## config.mk

```make
export PLATFORM = sky130hd
export DESIGN_NAME = bfr_addr_unit
export DESIGN_NICKNAME = d
export VERILOG_FILES = /design/src/design/bfr_pkg.sv /design/src/design/bfr_addr_unit.sv
export SDC_FILE = /design/constraint.sdc
export NUM_CORES = 1
export LEC_CHECK = 0
export BUFFER_PORTS_ARGS = -buffer_cell sky130_fd_sc_hd__buf_2
export CORE_UTILIZATION = 45
export CTS_BUF_LIST = sky130_fd_sc_hd__clkbuf_16
export DETAILED_ROUTE_END_ITERATION = 8
export GPL_ROUTABILITY_DRIVEN = 0
export PLACE_DENSITY = 0.74
export REMOVE_ABC_BUFFERS = 1
export SETUP_SLACK_MARGIN = 0.05
export SYNTH_ARGS = -nofsm -noshare
export SYNTH_HDL_FRONTEND = slang
export SYNTH_SLANG_ARGS = --single-unit
```

## constraint.sdc

```tcl
create_clock -name clk -period 4.62 [get_ports clk]
set_clock_uncertainty 0.2 [all_clocks]
set_input_delay 0.693 -clock clk [delete_from_list [all_inputs] [get_ports clk]]
set_output_delay 0.693 -clock clk [all_outputs]
set_load 0.1 [all_outputs]
```

## src/design/bfr_pkg.sv

```systemverilog
`timescale 1ns / 1ps

package bfr_pkg;

    // Font geometry.
    localparam int FONT_WIDTH      = 8;
    localparam int FONT_HEIGHT     = 16;
    localparam int MAX_GLYPHS      = 256;
    localparam int BYTES_PER_PIXEL = 4;
    localparam int PIXELS_PER_ROW  = 8;

    // Field widths.
    localparam int ACTION_W    = 2;
    localparam int FONT_ADDR_W = 12;
    localparam int FONT_BYTE_W = 8;
    localparam int CURSOR_W    = 8;
    localparam int CODE_W      = 8;
    localparam int ADDR_W      = 32;
    localparam int PITCH_W     = 16;
    localparam int COLOR_W     = 24;
    localparam int GCOUNT_W    = 9;
    localparam int CFG_IDX_W   = 3;
    localparam int CFG_DATA_W  = 32;

    // Derived widths.
    localparam int ROW_W      = (FONT_HEIGHT > 1) ? $clog2(FONT_HEIGHT) : 1;
    localparam int GLYPH_W    = (MAX_GLYPHS > 1) ? $clog2(MAX_GLYPHS) : 1;
    localparam int LINE_SCL_W = CURSOR_W + ROW_W;
    localparam int PROD_W     = LINE_SCL_W + PITCH_W;
    localparam int CELL_BYTES = FONT_WIDTH * BYTES_PER_PIXEL;

    // Actions.
    localparam logic [ACTION_W-1:0] ACT_LOAD_FONT  = 2'd0;
    localparam logic [ACTION_W-1:0] ACT_SET_CURSOR = 2'd1;
    localparam logic [ACTION_W-1:0] ACT_DRAW_CHAR  = 2'd2;

    // Special character codes.
    localparam logic [CODE_W-1:0] CHAR_CR   = 8'd13;
    localparam logic [CODE_W-1:0] CHAR_LF   = 8'd10;
    localparam logic [CODE_W-1:0] CHAR_SKIP = 8'd255;

    // Configuration register indexes.
    localparam logic [CFG_IDX_W-1:0] CFG_FRAME_BASE = 3'd0;
    localparam logic [CFG_IDX_W-1:0] CFG_ROW_PITCH  = 3'd1;
    localparam logic [CFG_IDX_W-1:0] CFG_FG_COLOR   = 3'd2;
    localparam logic [CFG_IDX_W-1:0] CFG_BG_COLOR   = 3'd3;
    localparam logic [CFG_IDX_W-1:0] CFG_OPAQUE     = 3'd4;
    localparam logic [CFG_IDX_W-1:0] CFG_GLYPH_CNT  = 3'd5;
    localparam logic [CFG_IDX_W-1:0] CFG_SKIP_255   = 3'd6;

    // Configuration reset values.
    localparam logic [ADDR_W-1:0]   RST_FRAME_BASE = '0;
    localparam logic [PITCH_W-1:0]  RST_ROW_PITCH  = 16'd4096;
    localparam logic [COLOR_W-1:0]  RST_FG_COLOR   = 24'hFFFFFF;
    localparam logic [COLOR_W-1:0]  RST_BG_COLOR   = '0;
    localparam logic                RST_OPAQUE     = 1'b1;
    localparam logic [GCOUNT_W-1:0] RST_GLYPH_CNT  = 9'd256;
    localparam logic                RST_SKIP_255   = 1'b1;

    // Control from the sequencer to the address unit.
    typedef struct packed {
        logic load;
        logic add_prod;
        logic step;
    } addr_ctl_t;

endpackage

```

## src/design/bfr_addr_unit.sv

```systemverilog
`timescale 1ns / 1ps

module bfr_addr_unit (
    input  logic                            clk,
    input  logic                            rst_n,
    input  bfr_pkg::addr_ctl_t              ctl,
    input  logic [bfr_pkg::ADDR_W-1:0]      frame_base,
    input  logic [bfr_pkg::PITCH_W-1:0]     row_pitch,
    input  logic [bfr_pkg::CURSOR_W-1:0]    col_pos,
    input  logic [bfr_pkg::CURSOR_W-1:0]    line_pos,
    output logic [bfr_pkg::ADDR_W-1:0]      row_addr
);

    logic [bfr_pkg::ADDR_W-1:0]     acc_reg;
    logic [bfr_pkg::ADDR_W-1:0]     acc_next;
    logic [bfr_pkg::PROD_W-1:0]     prod_reg;
    logic [bfr_pkg::PROD_W-1:0]     prod_next;
    logic [bfr_pkg::LINE_SCL_W-1:0] line_scaled;
    logic [bfr_pkg::ADDR_W-1:0]     op_a;
    logic [bfr_pkg::ADDR_W-1:0]     op_b;
    logic [bfr_pkg::ADDR_W-1:0]     sum;

    // Pixel-row offset of the text line: line * FONT_HEIGHT * pitch.
    assign line_scaled = bfr_pkg::LINE_SCL_W'(line_pos)
                       * bfr_pkg::LINE_SCL_W'(bfr_pkg::FONT_HEIGHT);
    assign prod_next   = bfr_pkg::PROD_W'(line_scaled) * bfr_pkg::PROD_W'(row_pitch);

    // Shared adder operand selection: base plus column, then line offset, then pitch steps.
    always_comb
    begin
        if (ctl.load)
        begin
            op_a = frame_base;
            op_b = bfr_pkg::ADDR_W'(col_pos) * bfr_pkg::ADDR_W'(bfr_pkg::CELL_BYTES);
        end
        else if (ctl.add_prod)
        begin
            op_a = acc_reg;
            op_b = bfr_pkg::ADDR_W'(prod_reg);
        end
        else
        begin
            op_a = acc_reg;
            op_b = bfr_pkg::ADDR_W'(row_pitch);
        end
    end

    assign sum = op_a + op_b;

    always_comb
    begin
        acc_next = acc_reg;
        if (ctl.load || ctl.add_prod || ctl.step)
        begin
            acc_next = sum;
        end
    end

    always_ff @(posedge clk or negedge rst_n)
    begin
        if (!rst_n)
        begin
            acc_reg <= '0;
        end
        else
        begin
            acc_reg <= acc_next;
        end
    end

    // The product is captured together with the first addition.
    always_ff @(posedge clk)
    begin
        if (ctl.load)
        begin
            prod_reg <= prod_next;
        end
    end

    assign row_addr = acc_reg;

endmodule

```

Yosys cells after proc, flatten, opt, wreduce, memory -nomap -nowiden. Index checks and enable logic that the tools add are counted.

Register bits: 56. Bits of input ports: 69. Output and inout port bits: 32. Word-level logic and storage cells: 9.

Add/subtract/negate cells: 1. $mul: 1. Mux-type cells: 3. Reductions and logical operators: 2.

Operator list (number): 28-bit 2-to-1 mux (2); 32-bit adder (1); 32-bit 2-to-1 mux (1); 8-bit by 16-bit multiplier with 24-bit output (1); 1-bit logical OR (2).

Depth between registers and ports, before layout. Gate-level depths: netlist of the first run.

Depth in word-level cells: 3. Mapped depth: 20. Gate-level depth less buffers: 19.

Worst setup path before layout of the first run. OpenSTA, ideal clock, no wires.

Path kind: input port to flip-flop. From: input port line_pos[7] in the netlist's numbering. To: register prod_reg[25] in the netlist's numbering, data pin. Library setup time: 0.262 ns. Data arrival time: 4.981 ns. Path slack: -0.823 ns. Cell stages on the path: 18. Path buffers: 1. Cell sequence: clkbuf_1 nand2_1 fa_1 fa_1 inv_1 fa_1 inv_1 fa_1 inv_1 ha_1 or3_1 o211a_1 nor2_1 o21ai_0 o21a_1 o21ai_0 a21oi_1 xor2_1.

Cells in the longest elaborated chain, start to end: 1.

RTL lines: start, declared (RTL line bfr_addr_unit.sv:10) `input logic [bfr_pkg::CURSOR_W-1:0] line_pos,`; 8-bit by 16-bit multiplier with 24-bit output (RTL line bfr_addr_unit.sv:26) `assign prod_next = bfr_pkg::PROD_W'(line_scaled) * bfr_pkg::PROD_W'(row_pitch);`; net prod_next (one bit) (RTL line bfr_addr_unit.sv:17) `logic [bfr_pkg::PROD_W-1:0] prod_next;`; end signal, assigned (RTL line bfr_addr_unit.sv:76) `prod_reg <= prod_next;`; end, declared (RTL line bfr_addr_unit.sv:16) `logic [bfr_pkg::PROD_W-1:0] prod_reg;`.

The timed path passes the listed nets, and every way through them passes these cells. A chain may end at the register's enable or synchronous reset.

Final worst setup path of the first run.
From: input port line_pos[2] in the netlist's numbering. To: register prod_reg[27] in the netlist's numbering, data pin.

The elaborated chain is that of the path after synthesis.

==> results of run 1 <==
[logic make-up after synthesis]
group,count (synthesis),synth area share [%]
AO/OA/AOI/OAI,162,12.6
XOR/XNOR,49,5.32
adder cells (fa/ha/maj),157,32.3
buffers and inverters,137,6.38
flip-flops,56,18.9
multiplexers,44,5.89
AND/OR/NAND/NOR,285,18.7
[cell type report]
| type | instances | area, µm² |
|---|---|---|
| fillers | 1563 | 7520 |
| clock buffers | 5 | 125 |
| inverters | 109 | 409 |
| repair buffers | 194 | 1330 |
| clock inverters | 3 | 17.5 |
| flip-flops and latches | 56 | 1520 |
| multi-input cells | 697 | 6210 |
| well taps | 225 | 282 |
[power breakdown]
group	leakage, nW	switching (mW)	internal (mW)	total, mW
Combinational	4.20	2.66	1.80	4.47
Clock	0.0716	0.176	0.200	0.376
Sequential	0.607	0.114	0.840	0.954
[worst max path at each step]
stage                     slack (ns)    startpoint            to  cells after the start
after floorplan                -0.61   line_pos[2]  prod_reg[25]                     16
after global placement         -0.90   line_pos[2]  prod_reg[25]                     17
after detailed placement       -1.06   line_pos[2]  prod_reg[25]                     17
after CTS                      -0.34   line_pos[2]  prod_reg[27]                     18
after global routing           -0.48  row_pitch[7]  prod_reg[27]                     17
final                          -0.34   line_pos[2]  prod_reg[27]                     19
[stage by stage]
| stage | area [µm²] | util [%] | total power [mW] |
|---|---|---|---|
| floorplan | 7960 | - | 3.97 |
| global placement | 9410 | 54.0 | 5.00 |
| detailed placement | 9410 | 54.0 | 5.10 |
| CTS | 9760 | 56.0 | 5.67 |
| global route | 9890 | 56.8 | 6.29 |
| finish | 9890 | 56.8 | 5.80 |
[Yosys cell counts (2+ instances only)]
| library cell | count |
|---|---|
| a211oi_1 | 3 |
| a21o_1 | 17 |
| a21oi_1 | 60 |
| a311o_1 | 2 |
| a31o_2 | 2 |
| a31oi_1 | 4 |
| and2_1 | 117 |
| and3_1 | 4 |
| buf_1 | 2 |
| clkbuf_1 | 26 |
| dfrtp_1 | 32 |
| edfxtp_1 | 24 |
| fa_1 | 85 |
| ha_1 | 72 |
| inv_1 | 109 |
| mux2_2 | 28 |
| mux2i_1 | 16 |
| nand2_1 | 75 |
| nand2b_1 | 6 |
| nand3_1 | 4 |
| nand4_1 | 9 |
| nor2_1 | 40 |
| nor2b_1 | 10 |
| nor3_1 | 8 |
| o211a_1 | 2 |
| o211ai_1 | 4 |
| o21a_1 | 7 |
| o21ai_0 | 41 |
| o21bai_1 | 6 |
| or2_2 | 3 |
| or3_1 | 3 |
| xnor2_1 | 25 |
| xor2_1 | 24 |
[worst max-delay path, stage by stage]
cell and delay [ns]:
buf_8 0.08, buf_12 0.10, nand2_4 0.04, fa_1 0.50
fa_1 0.56, inv_2 0.04, fa_1 0.52, inv_2 0.04
fa_1 0.47, inv_1 0.04, ha_2 0.17, or3_4 0.40
o211a_1 0.23, nor2_2 0.13, o21ai_2 0.09, o21a_1 0.22
o21ai_2 0.22, a31o_2 0.20, xnor2_1 0.07
[routing by layer]
metal	GRT usage, %	vias to the layer above	wire length (µm)
met5	0	-	0
met4	4.57	0	285
met3	1.72	22	761
met2	37.2	167	9030
met1	29.6	3185	9100
li1	-	3293	-
[timing repair]
action,4_1_cts,5_1_grt
gates resized for setup,56,30
pin swaps,38,30
setup endpoints to repair,12,15
gates cloned,0,0
buffers inserted,5,5
==> flow_summary.json, run 1 <==
{
  "arrival_ns": 4.81,
  "yosysTopAreaCellShare_pct": 21.1,
  "rsz0062_at_grt": "yes",
  "synth_seq_cells": 56,
  "dpl_worst_slack_ns": -1.06,
  "syn-cell-area_mm2": 0.00807,
  "period_minus_slack_ns": 4.96,
  "worstPathRequired_ns": 4.47,
  "status": "finished with violations",
  "drc_errors": 0,
  "synth-async-reset-ratio_pct": 57.1,
  "insertion_delay_ns": 0.30,
  "grt_pass1_vias": 6715,
  "postRouteAntennaNets": 0,
  "io_pins": 101,
  "cap_violations": 0,
  "ys_seq_area_share_pct": 18.9,
  "synth.area.top_cells": "fa_1 (21%), ha_1 (11%), dfrtp_1 (9.9%)",
  "synth_cells": 890,
  "synth_largest_area_cell": "fa_1",
  "fin_crit_sh_pct": 107,
  "synth_warnings": 0,
  "stdcell_count": 1289,
  "p_leak_nw": 4.88,
  "clock-sinks": 56,
  "fmax_mhz": 201,
  "final_cell_mix": "and2_1 (105), inv_1 (105), buf_4 (89)",
  "first_iter_violations": 308,
  "synth_edf_count": 24,
  "grt_pass1_wl_um": 31800,
  "routed-via-count": 6667,
  "cts_tree": "done",
  "grt.overflow.total": 0,
  "final.setup.tns_ns": -2.35,
  "slew_headroom_pct": 52.1,
  "synth_cell_types": 53,
  "cp-start-kind": "primary input",
  "final-setup-viol-count": 12,
  "final_nets": 1289,
  "drive_above_1_share_pct": 27.2,
  "hp-class": "primary input to asynchronous set/reset pin",
  "wirelength_um": 19200,
  "whs_ns": 0.239,
  "core_area_mm2": 0.0174,
  "timing.rr.start": "row_addr[0]",
  "largest_register_ffs": 32,
  "crit_fanout": 5,
  "cts_hold_buf": 0,
  "grt_max_degree": 45,
  "die_w_um": 136,
  "hpwl_um": 16000,
  "power_density_mw_per_mm2": 586,
  "numCtsBuffers": 5,
  "crit_type": "primary input to register",
  "final-max-slew-violation-count": 0,
  "htree_levels": 2,
  "antenna_found_initial": 0,
  "cts.clk_slew.worst_paths_ns": 0.07,
  "rrSetupSlack_ns": 0.97,
  "die_h_um": 136,
  "area_growth_pct": 22.7,
  "rows": 48,
  "initial_core_util_pct": 46.3,
  "clockRootBuffer": "clkbuf_16",
  "fin_ws_ns": -0.345,
  "wl_per_cell_um": 14.9,
  "irDropWorstVdd_uv": 468,
  "place.port_buffers": 100,
  "diodes": 0,
  "place_inst": 1271,
  "violations": "setup timing",
  "vias_per_cell": 5.17,
  "die_area_mm2": 0.0185,
  "clk_path_buf_depth": 2,
  "rr_worst_depth": 13,
  "drtPass1Iterations": 5,
  "endpoint_kind": "register",
  "hold_viol_final": 0,
  "max_slew.worst_pin.slew_ns": 0.718,
  "rr_endpoint": "row_addr[30]",
  "avgSynthCellArea_um2": 9.06,
  "ys_dominant_reg_cell": "dfrtp_1",
  "track_usage_pct": 21.6
}
(Power assumes the default switching activity.)
==> run 2: changes to the inputs <==
==> constraint.sdc (replaced) <==
create_clock -name clk -period 6 [get_ports clk]
set_clock_uncertainty 0.2 [all_clocks]
set_input_delay 0.9 -clock clk [delete_from_list [all_inputs] [get_ports clk]]
set_output_delay 0.9 -clock clk [all_outputs]
set_load 0.1 [all_outputs]
==> flow_summary.json, run 2 (synthesis results as in run 1) <==
{
  "slowest_stage": "fa_1",
  "hpwl_um": 15200,
  "path_cells": "buf_2 -> and2_1 -> fa_1 -> fa_1 -> fa_1 -> inv_1 -> fa_1 -> inv_1 -> ha_1 -> or3_1 -> o211a_1 -> nor2_1 -> o21ai_0 -> o21a_1 -> o21ai_0 -> a21oi_1 -> xor2_1",
  "fin_crit_sh_pct": 91.5,
  "grt_max_degree": 55,
  "timing.rr.start": "prod_reg[6]",
  "cap_violations": 0,
  "power_density_mw_per_mm2": 439,
  "postRouteAntennaNets": 0,
  "cts_tree": "done",
  "grt_pass1_vias": 6396,
  "die_w_um": 136,
  "rsz0062_at_grt": "no",
  "postCtsSetupBuffers": 0,
  "rr_endpoint": "row_addr[27]",
  "post-route-cell-area_mm2": 0.00900,
  "vias_per_cell": 5.26,
  "grt.overflow.total": 0,
  "layout_commonest_cell": "and2_1",
  "drive_above_1_share_pct": 16.4,
  "insertion_delay_ns": 0.30,
  "first_iter_violations": 205,
  "max_slew.worst_pin.slew_ns": 0.761,
  "grt_pass1_wl_um": 30600,
  "irDropWorstVdd_uv": 363,
  "rows": 48,
  "cts.clk_slew.worst_paths_ns": 0.07,
  "final-setup-viol-count": 0,
  "die_area_mm2": 0.0185,
  "final.setup.tns_ns": 0,
  "initial_core_util_pct": 46.3,
  "rrSetupSlack_ns": 2.21,
  "endpoint_kind": "register",
  "wl_per_cell_um": 15.2,
  "die_h_um": 136,
  "core_area_mm2": 0.0174,
  "cp-start-kind": "primary input",
  "cts_resized": 0,
  "startpoint": "line_pos[2]",
  "antenna_found_initial": 1,
  "area_growth_pct": 11.5,
  "hp-class": "register to register",
  "arrival_ns": 5.34,
  "largest_register_ffs": 32,
  "drtPass1Iterations": 6,
  "clk_path_buf_depth": 2,
  "routed-via-count": 6341,
  "clockRootBuffer": "clkbuf_16",
  "crit_fanout": 9,
  "stdcell_count": 1205,
  "slowest_delay_ns": 0.55,
  "diodes": 0,
  "whs_ns": 0.298,
  "final_nets": 1205,
  "wirelength_um": 18300,
  "period_minus_slack_ns": 5.49,
  "place.port_buffers": 100,
  "hold_viol_final": 0,
  "rr_worst_depth": 12,
  "final-max-slew-violation-count": 0,
  "fill_cells": 1654,
  "p_leak_nw": 4.40,
  "worstPathRequired_ns": 5.85,
  "clock-sinks": 56,
  "cts_hold_buf": 0,
  "fmax_mhz": 182,
  "critPathMostFrequentCell": "fa_1",
  "drc_errors": 0,
  "numCtsBuffers": 5,
  "final_cell_mix": "and2_1 (117), inv_1 (109), buf_2 (99)",
  "status": "finished, final reports clean",
  "crit_type": "primary input to register",
  "slew_headroom_pct": 49.2,
  "io_pins": 101,
  "place_inst": 1197,
  "place_area_mm2": 0.00883,
  "track_usage_pct": 21.0,
  "cp-endpoint": "prod_reg[25]",
  "htree_levels": 2
}
[run 2: where the power goes]
| part | internal [mW] | switching (mW) | total (mW) | leakage (nW) |
|---|---|---|---|---|
| clock | 0.199 | 0.141 | 0.340 | 0.0804 |
| combinational | 1.00 | 1.87 | 2.88 | 3.71 |
| sequential | 0.647 | 0.0888 | 0.736 | 0.607 |
[run 2: how the worst min path moves through the flow]
stage                     slack [ns]  cells after the start           to        start
after floorplan                 0.40                      0  row_addr[0]        rst_n
after global placement          0.27                      2  row_addr[0]  row_addr[0]
after detailed placement        0.29                      2  row_addr[8]  row_addr[8]
after CTS                       0.31                      2  row_addr[8]  row_addr[8]
after global routing            0.33                      2  row_addr[4]  row_addr[4]
final                           0.30                      2  row_addr[8]  row_addr[8]
[run 2: cell type report]
type | instances | area (µm²) | area share (%)
multi-input cells | 697 | 6040 | 67.1
repair buffers | 110 | 578 | 6.42
flip-flops and latches | 56 | 1520 | 16.9
clock buffers | 5 | 125 | 1.39
clock inverters | 3 | 46.3 | 0.515
inverters | 109 | 409 | 4.55
well taps | 225 | 282 | 3.13
[run 2: critical path: cells and delay by family]
family,cells,cell delay (ns)
AOI/OAI and AO/OA,5,0.99
xor gates and xnor gates,1,0.15
adders and majority gates,5,2.30
buffers and inverters,3,0.25
and+or+nand+nor,3,0.72
[run 2: per-layer routing]
layer / share of wire (%) / GRT usage [%]
met2: 45 / 35.3
met3: 5.4 / 2.61
met1: 48 / 29.0
met4: 1.3 / 4.38
met5: 0.060 / 0
[run 2: metrics by stage]
step | power, mW | utilization [%] | setup WS [ns]
after detailed placement | 3.62 | 50.7 | 0.142
after floorplan | 3.06 | - | 0.561
after global routing | 4.30 | 51.7 | 0.296
after CTS | 3.98 | 51.7 | 0.493
after global placement | 3.55 | 50.7 | 0.221
final | 3.95 | 51.7 | 0.512
